<file path="config.mk">
export PLATFORM = sky130hd
export DESIGN_NAME = dmx512_frame_receiver_flat
export DESIGN_NICKNAME = d
export VERILOG_FILES = /design/src/rtl/core/dmx_pkg.sv /design/src/rtl/core/dmx_if.sv /design/src/rtl/core/dmx_in_stage.sv /design/src/rtl/core/dmx_frame_ctl.sv /design/src/rtl/core/dmx_out_stage.sv /design/src/rtl/core/dmx512_frame_receiver.sv /design/src/flat_wrapper.sv
export SDC_FILE = /design/constraint.sdc
export NUM_CORES = 1
export LEC_CHECK = 0
export BUFFER_PORTS_ARGS = -buffer_cell sky130_fd_sc_hd__buf_2
export CAP_MARGIN = 20
export CORE_ASPECT_RATIO = 1.5
export CORE_MARGIN = 3
export CORE_UTILIZATION = 30
export CTS_CLUSTER_SIZE = 25
export DETAILED_ROUTE_END_ITERATION = 10
export GPL_ROUTABILITY_DRIVEN = 0
export SLEW_MARGIN = 30
export SYNTH_ARGS = -nofsm -noshare
export SYNTH_HDL_FRONTEND = slang
export SYNTH_SLANG_ARGS = --single-unit
export TNS_END_PERCENT = 50
</file>
<file path="constraint.sdc">
create_clock -name clk -period 3.3 [get_ports clk]
set_input_delay 0.165 -clock clk [delete_from_list [all_inputs] [get_ports clk]]
set_output_delay 0.165 -clock clk [all_outputs]
set_load 0.02 [all_outputs]
</file>
<file path="src/rtl/core/dmx_pkg.sv">
// Shared types and constants of the DMX512 frame receiver.
package dmx_pkg;

    localparam int unsigned IDX_W  = 10;
    localparam int unsigned LEN_W  = 10;
    localparam int unsigned CHAR_W = 9;
    localparam int unsigned BYTE_W = 8;

    localparam logic [BYTE_W-1:0] NULL_START_CODE = 8'h00;
    localparam logic [BYTE_W-1:0] OVERFLOW_MARK   = 8'hFF;
    localparam logic [BYTE_W-1:0] RDM_CODE_RESET  = 8'hCC;
    localparam logic [CHAR_W-1:0] BREAK_CHAR      = 9'h000;

    localparam logic FUNC_CHAR    = 1'b0;
    localparam logic FUNC_TIMEOUT = 1'b1;

    typedef enum logic
    {
        ST_AWAIT_BREAK,
        ST_RECEIVING
    } state_t;

    typedef struct packed
    {
        logic              func;
        logic [CHAR_W-1:0] char_bits;
        logic              framing_error;
    } in_item_t;

    typedef struct packed
    {
        logic              slot_write;
        logic [IDX_W-1:0]  slot_index;
        logic [BYTE_W-1:0] slot_value;
        logic              line_activity;
        logic              frame_ready;
        logic              rdm_ready;
        logic [LEN_W-1:0]  length;
    } out_item_t;

    typedef struct packed
    {
        logic advance;
    } flow_t;

endpackage

</file>
<file path="src/rtl/core/dmx_if.sv">
// Valid/ready channel interfaces for receive events and results.
interface dmx_in_if;
    logic               valid;
    logic               ready;
    dmx_pkg::in_item_t  data;

    modport source (output valid, output data, input ready);
    modport sink   (input valid, input data, output ready);
endinterface

interface dmx_out_if;
    logic               valid;
    logic               ready;
    dmx_pkg::out_item_t data;

    modport source (output valid, output data, input ready);
    modport sink   (input valid, input data, output ready);
endinterface

</file>
<file path="src/rtl/core/dmx_in_stage.sv">
// Input register that holds one receive event until the core takes it.
module dmx_in_stage
(
    input  logic              clk,
    input  logic              rst_n,
    dmx_in_if.sink            rx,
    input  dmx_pkg::flow_t    flow,
    output logic              item_valid,
    output dmx_pkg::in_item_t item
);
    import dmx_pkg::*;

    logic     valid_reg;
    logic     valid_next;
    in_item_t item_reg;
    logic     take;

    assign rx.ready   = !valid_reg || flow.advance;
    assign take       = rx.valid && rx.ready;
    assign valid_next = take ? 1'b1 : (flow.advance ? 1'b0 : valid_reg);

    always_ff @(posedge clk or negedge rst_n)
    begin
        if (!rst_n)
        begin
            valid_reg <= 1'b0;
        end
        else
        begin
            valid_reg <= valid_next;
        end
    end

    always_ff @(posedge clk)
    begin
        if (take)
        begin
            item_reg <= rx.data;
        end
    end

    assign item_valid = valid_reg;
    assign item       = item_reg;
endmodule

</file>
<file path="src/rtl/core/dmx_frame_ctl.sv">
// Frame state, slot counting and result computation for one event.
module dmx_frame_ctl
#(
    parameter int unsigned BUFFER_SLOTS = 513
)
(
    input  logic                       clk,
    input  logic                       rst_n,
    input  logic                       cfg_we,
    input  logic [dmx_pkg::BYTE_W-1:0] cfg_wdata,
    input  dmx_pkg::flow_t             flow,
    input  dmx_pkg::in_item_t          item,
    output dmx_pkg::out_item_t         result
);
    import dmx_pkg::*;

    localparam int unsigned CNT_W = $clog2(BUFFER_SLOTS + 1);
    localparam logic [CNT_W-1:0] SLOTS = CNT_W'(BUFFER_SLOTS);

    state_t            state_reg;
    state_t            state_next;
    logic [CNT_W-1:0]  count_reg;
    logic [CNT_W-1:0]  count_next;
    logic [CNT_W-1:0]  prev_len_reg;
    logic [CNT_W-1:0]  prev_len_next;
    logic [BYTE_W-1:0] prev_sc_reg;
    logic [BYTE_W-1:0] prev_sc_next;
    logic [BYTE_W-1:0] cur_sc_reg;
    logic [BYTE_W-1:0] cur_sc_next;
    logic [BYTE_W-1:0] rdm_sc_reg;

    logic slot_ok;
    logic is_break;
    logic has_room;
    logic is_rdm;
    logic has_slots;

    assign slot_ok   = (state_reg == ST_RECEIVING) && !item.framing_error
                       && item.char_bits[CHAR_W-1];
    assign is_break  = item.framing_error && (item.char_bits == BREAK_CHAR);
    assign has_room  = count_reg < SLOTS;
    assign is_rdm    = cur_sc_reg == rdm_sc_reg;
    assign has_slots = count_reg != '0;

    always_comb
    begin
        state_next = state_reg;
        case (item.func)
            FUNC_CHAR:
            begin
                if (slot_ok)
                begin
                    state_next = has_room ? ST_RECEIVING : ST_AWAIT_BREAK;
                end
                else if (is_break)
                begin
                    state_next = ST_RECEIVING;
                end
                else
                begin
                    state_next = ST_AWAIT_BREAK;
                end
            end
            FUNC_TIMEOUT:
            begin
                if (has_slots && !is_rdm)
                begin
                    state_next = ST_AWAIT_BREAK;
                end
            end
            default:
            begin
                state_next = state_reg;
            end
        endcase
    end

    always_comb
    begin
        result        = '0;
        count_next    = count_reg;
        prev_len_next = prev_len_reg;
        prev_sc_next  = prev_sc_reg;
        cur_sc_next   = cur_sc_reg;
        case (item.func)
            FUNC_CHAR:
            begin
                if (slot_ok)
                begin
                    result.line_activity = 1'b1;
                    result.slot_write    = 1'b1;
                    if (has_room)
                    begin
                        result.slot_index = IDX_W'(count_reg);
                        result.slot_value = item.char_bits[BYTE_W-1:0];
                        if (!has_slots)
                        begin
                            cur_sc_next = item.char_bits[BYTE_W-1:0];
                        end
                        count_next = count_reg + 1'b1;
                    end
                    else
                    begin
                        result.slot_value = OVERFLOW_MARK;
                        cur_sc_next       = OVERFLOW_MARK;
                    end
                end
                else if (is_break)
                begin
                    result.line_activity = 1'b1;
                    count_next           = '0;
                end
            end
            FUNC_TIMEOUT:
            begin
                if (has_slots)
                begin
                    if (is_rdm)
                    begin
                        result.rdm_ready = 1'b1;
                        result.length    = LEN_W'(count_reg);
                        prev_len_next    = '0;
                    end
                    else
                    begin
                        if ((prev_len_reg == count_reg) && (prev_sc_reg == NULL_START_CODE)
                            && (cur_sc_reg == NULL_START_CODE))
                        begin
                            result.frame_ready = 1'b1;
                            result.length      = LEN_W'(count_reg);
                        end
                        prev_len_next = count_reg;
                        prev_sc_next  = cur_sc_reg;
                        count_next    = '0;
                    end
                end
            end
            default:
            begin
                result = '0;
            end
        endcase
    end

    always_ff @(posedge clk or negedge rst_n)
    begin
        if (!rst_n)
        begin
            state_reg    <= ST_AWAIT_BREAK;
            count_reg    <= '0;
            prev_len_reg <= '0;
            prev_sc_reg  <= NULL_START_CODE;
            cur_sc_reg   <= NULL_START_CODE;
            rdm_sc_reg   <= RDM_CODE_RESET;
        end
        else
        begin
            if (flow.advance)
            begin
                state_reg    <= state_next;
                count_reg    <= count_next;
                prev_len_reg <= prev_len_next;
                prev_sc_reg  <= prev_sc_next;
                cur_sc_reg   <= cur_sc_next;
            end
            if (cfg_we)
            begin
                rdm_sc_reg <= cfg_wdata;
            end
        end
    end
endmodule

</file>
<file path="src/rtl/core/dmx_out_stage.sv">
// Result register that presents one result item until it is taken.
module dmx_out_stage
(
    input  logic               clk,
    input  logic               rst_n,
    input  dmx_pkg::flow_t     flow,
    input  dmx_pkg::out_item_t result,
    output logic               can_load,
    dmx_out_if.source          tx
);
    import dmx_pkg::*;

    logic      valid_reg;
    logic      valid_next;
    out_item_t data_reg;

    assign can_load   = !valid_reg || tx.ready;
    assign valid_next = flow.advance ? 1'b1 : (tx.ready ? 1'b0 : valid_reg);

    always_ff @(posedge clk or negedge rst_n)
    begin
        if (!rst_n)
        begin
            valid_reg <= 1'b0;
        end
        else
        begin
            valid_reg <= valid_next;
        end
    end

    always_ff @(posedge clk)
    begin
        if (flow.advance)
        begin
            data_reg <= result;
        end
    end

    assign tx.valid = valid_reg;
    assign tx.data  = data_reg;
endmodule

</file>
<file path="src/rtl/core/dmx512_frame_receiver.sv">
// Top level of the DMX512 / RDM frame receiver.
// Each receive event (a character with its framing-error flag, or a receiver timeout) yields
// exactly one result item, and a new event can be accepted in every cycle: the event passes
// through an input register, the frame logic, and a result register, so throughput is one
// item per clock and is reduced only by back-pressure on the result channel. The RDM start
// code register may be written only while no event is in flight.
module dmx512_frame_receiver
#(
    parameter int unsigned BUFFER_SLOTS = 513
)
(
    input  logic                       clk,
    input  logic                       rst_n,
    input  logic                       cfg_we,
    input  logic [dmx_pkg::BYTE_W-1:0] cfg_wdata,
    dmx_in_if.sink                     rx,
    dmx_out_if.source                  tx
);
    import dmx_pkg::*;

    flow_t     flow;
    logic      item_valid;
    in_item_t  item;
    out_item_t result;
    logic      can_load;

    assign flow.advance  = item_valid && can_load;

    dmx_in_stage u_in
    (
        .clk        (clk),
        .rst_n      (rst_n),
        .rx         (rx),
        .flow       (flow),
        .item_valid (item_valid),
        .item       (item)
    );

    dmx_frame_ctl #(.BUFFER_SLOTS(BUFFER_SLOTS)) u_ctl
    (
        .clk       (clk),
        .rst_n     (rst_n),
        .cfg_we    (cfg_we),
        .cfg_wdata (cfg_wdata),
        .flow      (flow),
        .item      (item),
        .result    (result)
    );

    dmx_out_stage u_out
    (
        .clk      (clk),
        .rst_n    (rst_n),
        .flow     (flow),
        .result   (result),
        .can_load (can_load),
        .tx       (tx)
    );
endmodule

</file>
<file path="src/flat_wrapper.sv">
// flat-port wrapper written by rule: the top's interface ports become plain ports
module dmx512_frame_receiver_flat import dmx_pkg::*;
#(
    parameter int unsigned BUFFER_SLOTS = 513
)
  (clk, rst_n, cfg_we, cfg_wdata, rx_valid, rx_data, rx_ready, tx_valid, tx_data, tx_ready);
  dmx_in_if rx_i ();
  dmx_out_if tx_i ();
  input  logic clk;
  input  logic rst_n;
  input  logic cfg_we;
  input  logic [dmx_pkg::BYTE_W-1:0] cfg_wdata;
  input wire logic [$bits(rx_i.valid)-1:0] rx_valid;
  input wire logic [$bits(rx_i.data)-1:0] rx_data;
  output wire logic [$bits(rx_i.ready)-1:0] rx_ready;
  output wire logic [$bits(tx_i.valid)-1:0] tx_valid;
  output wire logic [$bits(tx_i.data)-1:0] tx_data;
  input wire logic [$bits(tx_i.ready)-1:0] tx_ready;
  assign rx_i.valid = rx_valid;
  assign rx_i.data = rx_data;
  assign rx_ready = rx_i.ready;
  assign tx_valid = tx_i.valid;
  assign tx_data = tx_i.data;
  assign tx_i.ready = tx_ready;
  dmx512_frame_receiver #(.BUFFER_SLOTS(BUFFER_SLOTS)) u_core (.clk(clk), .rst_n(rst_n), .cfg_we(cfg_we), .cfg_wdata(cfg_wdata), .rx(rx_i), .tx(tx_i));
endmodule
</file>
After elaboration in Yosys (flattened, before gate mapping)
Index checks and enable logic that the tools add are counted.
{"block": "op_classes", "n_addsub": 1, "mul": 0, "div": 0, "order_cmp": 1, "eq_ne": 8, "shift": 0, "mux": 26, "n_bitwise": 5, "reduce_logical": 29}
{"operator": "two-way mux 10 bit", "n": 9}
{"operator": "two-way mux 8 bit", "n": 3}
{"operator": "case mux 10 bit (2 select lines)", "n": 1}
{"operator": "two-way mux 19 bit", "n": 1}
{"operator": "zero test 8 bit", "n": 2}
{"operator": "two-way mux 1 bit", "n": 11}
{"operator": "adder 10 x 1 -> 10 bit (second input constant)", "n": 1}
{"operator": "== test 10 bit", "n": 1}
{"operator": "less-than comparator 10 bit (second input constant)", "n": 1}
{"operator": "nonzero test 10 bit", "n": 1}
{"operator": "zero test 9 bit", "n": 1}
{"operator": "== test 8 bit", "n": 1}
{"operator": "logical AND 1 bit", "n": 8}
{"operator": "inequality test 2 bit (second input constant)", "n": 4}
{"operator": "AND reduction 4 bit", "n": 2}
{"operator": "inequality test 3 bit (second input constant)", "n": 2}
{"operator": "OR reduction 3 bit", "n": 2}
{"operator": "NOT 1 bit", "n": 5}
{"operator": "AND reduction 5 bit", "n": 1}
{"operator": "zero test 1 bit", "n": 4}
{"operator": "AND reduction 2 bit", "n": 2}
{"operator": "nonzero test 2 bit", "n": 2}
{"operator": "AND reduction 3 bit", "n": 1}
{"operator": "logical OR 1 bit", "n": 2}
{"operator": "other kinds (2)", "n": 2}
{"block": "word_totals", "ff_bits": 90, "latch_bits": 0, "ramBits": 0, "rom_bits": 0, "in_bits": 24, "output_inout_bits": 34, "word_cells": 88, "mem_count": 0}

Longest topological paths before layout
Gate-level depths: netlist of run 1.
{"block": "depth", "word_depth": 6, "mapped_depth": 7, "ltp_nobuf": 6}

Hierarchy
A second synthesis of run 1 with hierarchy kept.
{"block": "unflattened", "hier_cells": 301, "area_unflattened_um2": 3902.5}
{"mod": "dmx_frame_ctl", "instances": 1, "cells_per_inst": 250, "area_each_um2": 2503.7, "seq_area_each_um2": 1131.1}
{"mod": "dmx_out_stage", "instances": 1, "cells_per_inst": 35, "area_each_um2": 1008.5, "seq_area_each_um2": 985.9}
{"mod": "dmx_in_stage", "instances": 1, "cells_per_inst": 15, "area_each_um2": 384.1, "seq_area_each_um2": 355.3}
{"mod": "dmx512_frame_receiver", "instances": 1, "cells_per_inst": 1, "area_each_um2": 6.3, "seq_area_each_um2": 0.0}

Least setup slack after synthesis of run 1
Ideal clock, no wire load.
{"block": "synth_path", "path_kind": "register to register", "from": "reg u_core.u_out.valid_reg (netlist: u_core.u_out.tx.valid)", "to": "reg u_core.u_ctl.prev_len_reg[0]", "setup_ps": 121, "t_arrival_ps": 2107, "required_ps": 3179, "slack_ps": 1072, "stages_incl_launch_ff": 6, "path_buffers": 0, "period_less_slack_ps": 2228, "cell_sequence": "dfrtp_1 > nand2b_1 > and2_1 > nor2b_1 > nand2_1 > a22o_1"}
{"block": "synth_between", "elab_chain_len": 4}
{"item": "start, declared", "line": "dmx_out_stage.sv:13", "text": "logic valid_reg;"}
{"item": "start signal, assigned", "line": "dmx_out_stage.sv:28", "text": "valid_reg <= valid_next;"}
{"item": "zero test 1 bit", "line": "dmx_out_stage.sv:17", "text": "assign can_load = !valid_reg || tx.ready;"}
{"item": "logical OR 1 bit", "line": "dmx_out_stage.sv:17"}
{"item": "logical AND 1 bit", "line": "dmx512_frame_receiver.sv:27", "text": "assign flow.advance = item_valid && can_load;"}
{"item": "net u_core.flow", "line": "dmx512_frame_receiver.sv:21", "text": "flow_t flow;"}
{"item": "AND reduction 3 bit (no line)"}
{"item": "end signal, assigned", "line": "dmx_frame_ctl.sv:162", "text": "prev_len_reg <= prev_len_next;"}
{"item": "end, declared", "line": "dmx_frame_ctl.sv:24", "text": "logic [CNT_W-1:0] prev_len_reg;"}
The timed path passes the listed nets, and every way through them passes these cells.
A chain may end at the register's enable or synchronous reset.

Worst setup path in the final report of run 1
{"block": "layout_path", "from": "reg u_core.u_ctl.count_reg[0]", "to": "reg u_core.u_ctl.prev_sc_reg[7]"}
{"block": "layout_between", "elab_chain_len": 2}
{"item": "start, declared", "line": "dmx_frame_ctl.sv:22", "text": "logic [CNT_W-1:0] count_reg;"}
{"item": "start signal, assigned", "line": "dmx_frame_ctl.sv:161", "text": "count_reg <= count_next;"}
{"item": "nonzero test 10 bit", "line": "dmx_frame_ctl.sv:43", "text": "assign has_slots = count_reg != '0;"}
{"item": "AND reduction 4 bit (no line)"}
{"item": "end signal, assigned", "line": "dmx_frame_ctl.sv:163", "text": "prev_sc_reg <= prev_sc_next;"}
{"item": "end, declared", "line": "dmx_frame_ctl.sv:26", "text": "logic [BYTE_W-1:0] prev_sc_reg;"}
Every way passes these cells.

==> results of run 1 <==
[metal layers]
metal | part of all wire (%) | track usage (%) | vias to the layer above
met1 | 41 | 13.42 | 1201
met5 | 0 | 0 | -
met3 | 4.6 | 2.350 | 12
met4 | 1.8 | 5.742 | 0
met2 | 53 | 19.95 | 65
li1 | - | - | 1198
[cells by family after synthesis]
kind of cell,count (synthesis)
mux,17
flops,90
xor+xnor,18
buf+inv,19
compound gates,40
fa+ha+maj,3
simple gates,112
[how the worst max path moves through the flow]
| stage | to | slack, ps | cells past startpoint |
|---|---|---|---|
| detailed placement | u_core.u_ctl.prev_sc_reg[7] | 1010 | 5 |
| floorplan | u_core.u_ctl.prev_len_reg[0] | 1070 | 5 |
| global placement | u_core.u_ctl.prev_sc_reg[3] | 1090 | 5 |
| CTS | u_core.u_ctl.prev_sc_reg[7] | 1000 | 5 |
| finish | u_core.u_ctl.prev_sc_reg[7] | 1020 | 5 |
| global route | u_core.u_ctl.count_reg[1] | 900 | 6 |
[worst max-delay path: stages (launching register included)]
cell and delay (ps):
dfrtp_1 470, inv_1 120, ha_1 210, and3_1 210
a211oi_4 740, mux2_2 420
[layout make-up]
cell class                 count  area share (%)
multi-input combinational    190           28.47
clock inverter                 4          0.5557
tap                          156           4.128
sequential                    90           52.29
timing repair buffer          70           8.732
clock buffer                  12           5.425
inverter                       5          0.3969
[per-stage QoR]
stage / setup slack [ps] / utilization, % / instance area, um2
after floorplan: 1072 / - / 3911
after global placement: 1088 / 34.29 / 4333
after detailed placement: 1015 / 34.31 / 4335
after CTS: 999.8 / 37.42 / 4728
after global routing: 897.6 / 37.42 / 4728
final: 1015 / 37.42 / 4728
[cell usage after synthesis, drive strengths merged]
cell and number:
a211oi 1, a21o 1, a21oi 3, a22o 10
a31o 1, a31oi 1, and2 19, and3 4
buf 10, clkbuf 4, dfrtp 43, dfstp 4
edfxtp 43, ha 3, inv 5, mux2 16
mux2i 1, nand2 26, nand2b 4, nand3 3
nand3b 2, nand4 5, nor2 25, nor2b 4
nor3 5, nor3b 1, nor4 9, nor4b 1
o21a 1, o21ai 13, o21bai 1, o22a 7
o22ai 1, or2 2, or4 1, or4b 1
xnor2 10, xor2 8
[power groups by stage]
stage / clock network [W] / logic [W] / registers (W)
final: 0.000964 / 0.000343 / 0.00130
after global routing: 0.00104 / 0.000377 / 0.00131
after CTS: 0.000984 / 0.000346 / 0.00130
after detailed placement: 0 / 0.000334 / 0.00132
after global placement: 0 / 0.000329 / 0.00132
after floorplan: 0 / 0.000206 / 0.00135
[repair_timing]
item | in CTS | in global routing
endpoints found under the hold margin | 53 | 0
hold buffers | 11 | 0
setup endpoints to repair | 0 | 0
resized for setup | 0 | 0
==> metrics.txt, run 1 <==
Synth area leaders edfxtp_1 (33%), dfrtp_1 (28%), mux2_2 (4.6%); Non-Filler Instances 527; initial antenna violation count 0; Die ar. 14470 um2; CTS Buffer Depth 2; Sw Ratio 25.51%; Clock transition at path regs 60 ps; post-synthesis mux area share 4.862%; Post-Synth XOR/XNOR Area 4.031%; total gr overflow 0; max frequency 437.7 MHz; Psw 0.0006655 W; crit share post-route 69.24%; Hold Vio Cnt, Final 0; outcome finished, final reports clean; Setup TNS 0 ps; Cells after Synth 299; Worst setup startpoint u_core.u_ctl.count_reg[0]; largest net degree at the start of global routing 48; CTS tree done; final wirelength 7974 um; Critical Path RT 3530 ps; Worst-Margin Slew 924.4 ps; Synth area leader edfxtp_1; sequential element share of the synthesized area 63.21%; detailed placement HPWL 5475 um; R2R Setup Slk 1020 ps; clk_lat worst skew 340 ps; syn avg cell area 13.08 um2; max_cap viols 0; RSZ-0062 raised after global routing false; Layout area overhead 20.89%; worst hold start rx_data[10]; htree depth 3; crit end category flop; vias 2476; Placeable Area 12640 um2; commonest non-fill, non-tap cell in the layout buf_2; Setup violations, final 0; first-pass GRT wire length 13000 um; row count 50; n_diodes 0; Min-Delay Path Class input pin to flop; max reg flops 32; share of layout cells above drive strength 1 29.65%; CTS Buf Count 9; drt drc 0; Setup Fix Bufs, Post-CTS 0; # fillers 1252; Horiz. Die Dim 99.23 um; post-synthesis register bit count 90; Final min period 2285 ps; final-report max-slew violation count 0; Clock Skews 3.592 ps; adder-cell share of the synthesized area 0.9597%; largest family of logic cells by synthesized area simple AND/OR/NAND/NOR gates; critical path class flop to flop; Syn Std Cell Area 3911 um2; Die Y 145.8 um; sequential cell area 2472 um2; clk sinks 90; Clock Power Share 37.0%; Hold Crit Depth 1; Cell Int Power 0.001943 W; drt wl/cell 15.13 um; Max VDD drop 0.0002727 V; Worst Hold End u_core.u_in.item[10]; DRT iter0 DRCs 101; crit-path max FO 19; post-synthesis cell type count 47; Slew headroom 38.17%; GRT Util Overall 11.56%; post-placement cell count 500; most frequent cells in the layout buf_2 (56), dfrtp_1 (43), edfxtp_1 (43); RR Endpoint u_core.u_ctl.prev_sc_reg[7]; sequential share of power 49.9%; simple-gate area share of the yosys netlist 16.54%; final hold slack 19.00 ps; Synthesis Warnings 0; Starting Density 30.95%; Synth top area share 33.01%; Comb power frac 13.1%; PortBufs 57; startpoint types flop; Final Power 0.002609 W; Arr. time, crit path 2510 ps; Worst R2R Path Depth 5; CTS Root Cell clkbuf_16; Detailed Routing Iterations Pass 1 6; compound-gate portion of the synthesized area 8.029%; post-DR vias/cell 4.698; Syn Nets 326; multi-input logic area 1346 um2; static leakage 1.986 nW; number of global-route vias before repair 2474; I/O pins 58; R2R Path Start u_core.u_ctl.count_reg[0]; Power per Cell Area 551.8 nW/um2; post-route ant nets 0; fin nets 393
Power figures use the tool's default switching activity.
==> run 2: changes to the inputs <==
--- a/config.mk
+++ b/config.mk
@@ -5,6 +5,7 @@
 export SDC_FILE = /design/constraint.sdc
 export NUM_CORES = 1
 export LEC_CHECK = 0
+export ABC_AREA = 1
 export BUFFER_PORTS_ARGS = -buffer_cell sky130_fd_sc_hd__buf_2
 export CAP_MARGIN = 20
 export CORE_ASPECT_RATIO = 1.5
==> constraint.sdc (replaced) <==
create_clock -name clk -period 2 [get_ports clk]
set_input_delay 0.1 -clock clk [delete_from_list [all_inputs] [get_ports clk]]
set_output_delay 0.1 -clock clk [all_outputs]
set_load 0.02 [all_outputs]
==> run 2 against run 1 <==
Worst setup slack worse by 810 ps. Register-to-register slack worse by 810 ps. Critical path type unchanged. Final area up 11%. Highest routed layer unchanged. Synthesized cell count up 45%.
==> metrics.txt, run 2 <==
EDFF count, synth 43; post-route ant nets 0; vias 3156; first-pass GRT wire length 15990 um; Critical Path RT 2220 ps; Die ar. 15520 um2; Synth area leaders edfxtp_1 (31%), dfrtp_1 (26%), nand2_1 (9.8%); Setup TNS 0 ps; Synthesis Warnings 0; CP cell instances inv_1, ha_1, nand2_1, nor2_1, nand2_2, nand2_4, nor2_8, nand2_8, nand2_2, nand2_1, nand2_1; Synth area leader edfxtp_1; CTS Buffer Depth 2; Commonest cells post-synth nand2_1 (110), nor2_1 (59), dfrtp_1 (43), edfxtp_1 (43), inv_1 (30); CTS Buf Count 9; Worst-Margin Slew 558.2 ps; max_cap viols 0; clk sinks 90; crit end category flop; fin nets 554; n_diodes 0; CTS tree done; Clock Power Share 39.2%; Sw Ratio 23.85%; Synth top area share 30.68%; DRT iter0 DRCs 133; outcome finished, final reports clean; total gr overflow 0; drt wl/cell 14.05 um; final wirelength 9752 um; Max VDD drop 0.0003687 V; RSZ-0062 raised after global routing false; GRT Util Overall 13.70%; share of layout cells above drive strength 1 28.01%; drt drc 0; number of global-route vias before repair 3176; Min-Delay Path Class input pin to flop; Cell Int Power 0.003169 W; Detailed Routing Iterations Pass 1 5; Slew headroom 62.78%; CP dominant cell by count nand2_1; final-report max-slew violation count 0; startpoint types flop; CTS resizes 0; clk_lat worst skew 340 ps; Syn Nets 460; detailed placement HPWL 7395 um; Horiz. Die Dim 102.7 um; max reg flops 32; I/O pins 58; Arr. time, crit path 2020 ps; Setup violations, final 0; post-DR vias/cell 4.548; Psw 0.0009924 W; Clock transition at path regs 60 ps; Starting Density 30.95%; crit share post-route 89.96%; initial antenna violation count 0; Die Y 151.1 um; max frequency 555.8 MHz; Clock Skews 8.233 ps; most frequent cells in the layout nand2_1 (110), nor2_1 (59), buf_2 (57); Power per Cell Area 789.7 nW/um2; Hold Vio Cnt, Final 0; sequential element share of the synthesized area 58.74%; Top FF cell, synth edfxtp_1; syn avg cell area 9.721 um2; Comb power frac 10.0%; Layout area overhead 25.21%; sequential share of power 50.9%; crit-path max FO 18; Final min period 1799 ps; post-synthesis register bit count 90; R2R Setup Slk 200 ps; cell with the most instances after synthesis nand2_1; Post-synth ARST share 52.22%; post-layout util 38.76%; critical path class flop to flop; Max stage delay on crit path 370 ps; static leakage 2.451 nW; largest net degree at the start of global routing 29; Placeable Area 13600 um2; Syn Std Cell Area 4209 um2; htree depth 3; post-synthesis cell type count 32; commonest non-fill, non-tap cell in the layout nand2_1; row count 52; Cells after Synth 433; crit path max-delay cell type dfrtp_1; PortBufs 57; CTS Root Cell clkbuf_16
[run 2: routing by layer]
metal  up-vias  track usage, %  part of all wire (%)
met5         -               0                     0
met4         0           7.617                   3.6
met3        25           2.396                   4.1
met2        90           24.09                    52
met1      1453           15.34                    40
li1       1588               -                     -
[run 2: path summary, 6_finish.rpt]
check / to / depth (start not counted) / start
setup / recovery: u_core.u_ctl.count_reg[2] / 11 / u_core.u_ctl.count_reg[1]
hold / removal: u_core.u_out.tx.valid / 4 / tx_ready
setup reg to reg: u_core.u_ctl.count_reg[2] / 11 / u_core.u_ctl.count_reg[1]
hold reg to reg: u_core.u_ctl.state_reg / 2 / u_core.u_ctl.state_reg
max in group asynchronous: u_core.u_ctl.rdm_sc_reg[7] / 3 / rst_n
min in group asynchronous: u_core.u_ctl.state_reg / 2 / rst_n
[run 2: power by group through the flow]
stage | logic, W | registers [W] | clock network, W
final | 0.000414 | 0.00212 | 0.00163
after floorplan | 0.000120 | 0.00225 | 0
after global placement | 0.000390 | 0.00215 | 0
after detailed placement | 0.000395 | 0.00216 | 0
after CTS | 0.000427 | 0.00212 | 0.00166
after global routing | 0.000456 | 0.00213 | 0.00176
[run 2: metrics by stage]
step           worst slack, ps  std cells  hold WS, ps  power, W  area [um2]
2_1_floorplan            195.5        433       -195.6  0.002368        4213
3_3_place_gp             229.7        658        113.3  0.002543        4785
3_5_place_dp             219.6        658        114.9  0.002551        4785
4_1_cts                  205.2        694        42.67  0.004211        5270
5_1_grt                  40.35        694        73.69  0.004349        5270
6_report                 200.9        694        46.11  0.004162        5270
[run 2: layout make-up]
cell class                      instances  area (um2)
Inverter                               43       167.7
Clock buffer                           15       279.0
Multi-Input combinational cell        283        1459
Fill cell                            1330        8328
Clock inverter                          1       6.256
Tap cell                              162       202.7
Sequential cell                        90        2472
Timing Repair Buffer                  100       683.2
[run 2: timing repair]
item,4_1_cts,5_1_grt
setup buffers,0,0
hold endpoints to repair,38,0
hold buffers,20,0
[run 2: cells by family (layout without fill, tap and decap cells)]
logic type      Yosys count  after routing  share of synthesized area, %
flops                    90             90                         58.74
fa+ha+maj                 3              3                        0.8919
buf+inv                  60            159                         6.599
simple gates            211            211                         21.43
xor+xnor                 14             14                         2.913
mux                       3              3                        0.8026
compound gates           52             52                         8.620
[run 2: worst max-delay path, delay by kind of cell (launching register included)]
kind,cells,cell delay [ps]
AND/OR/NAND/NOR,9,970
flip-flops,1,370
adder cells (fa/ha/maj),1,190
buffers and inverters,1,120
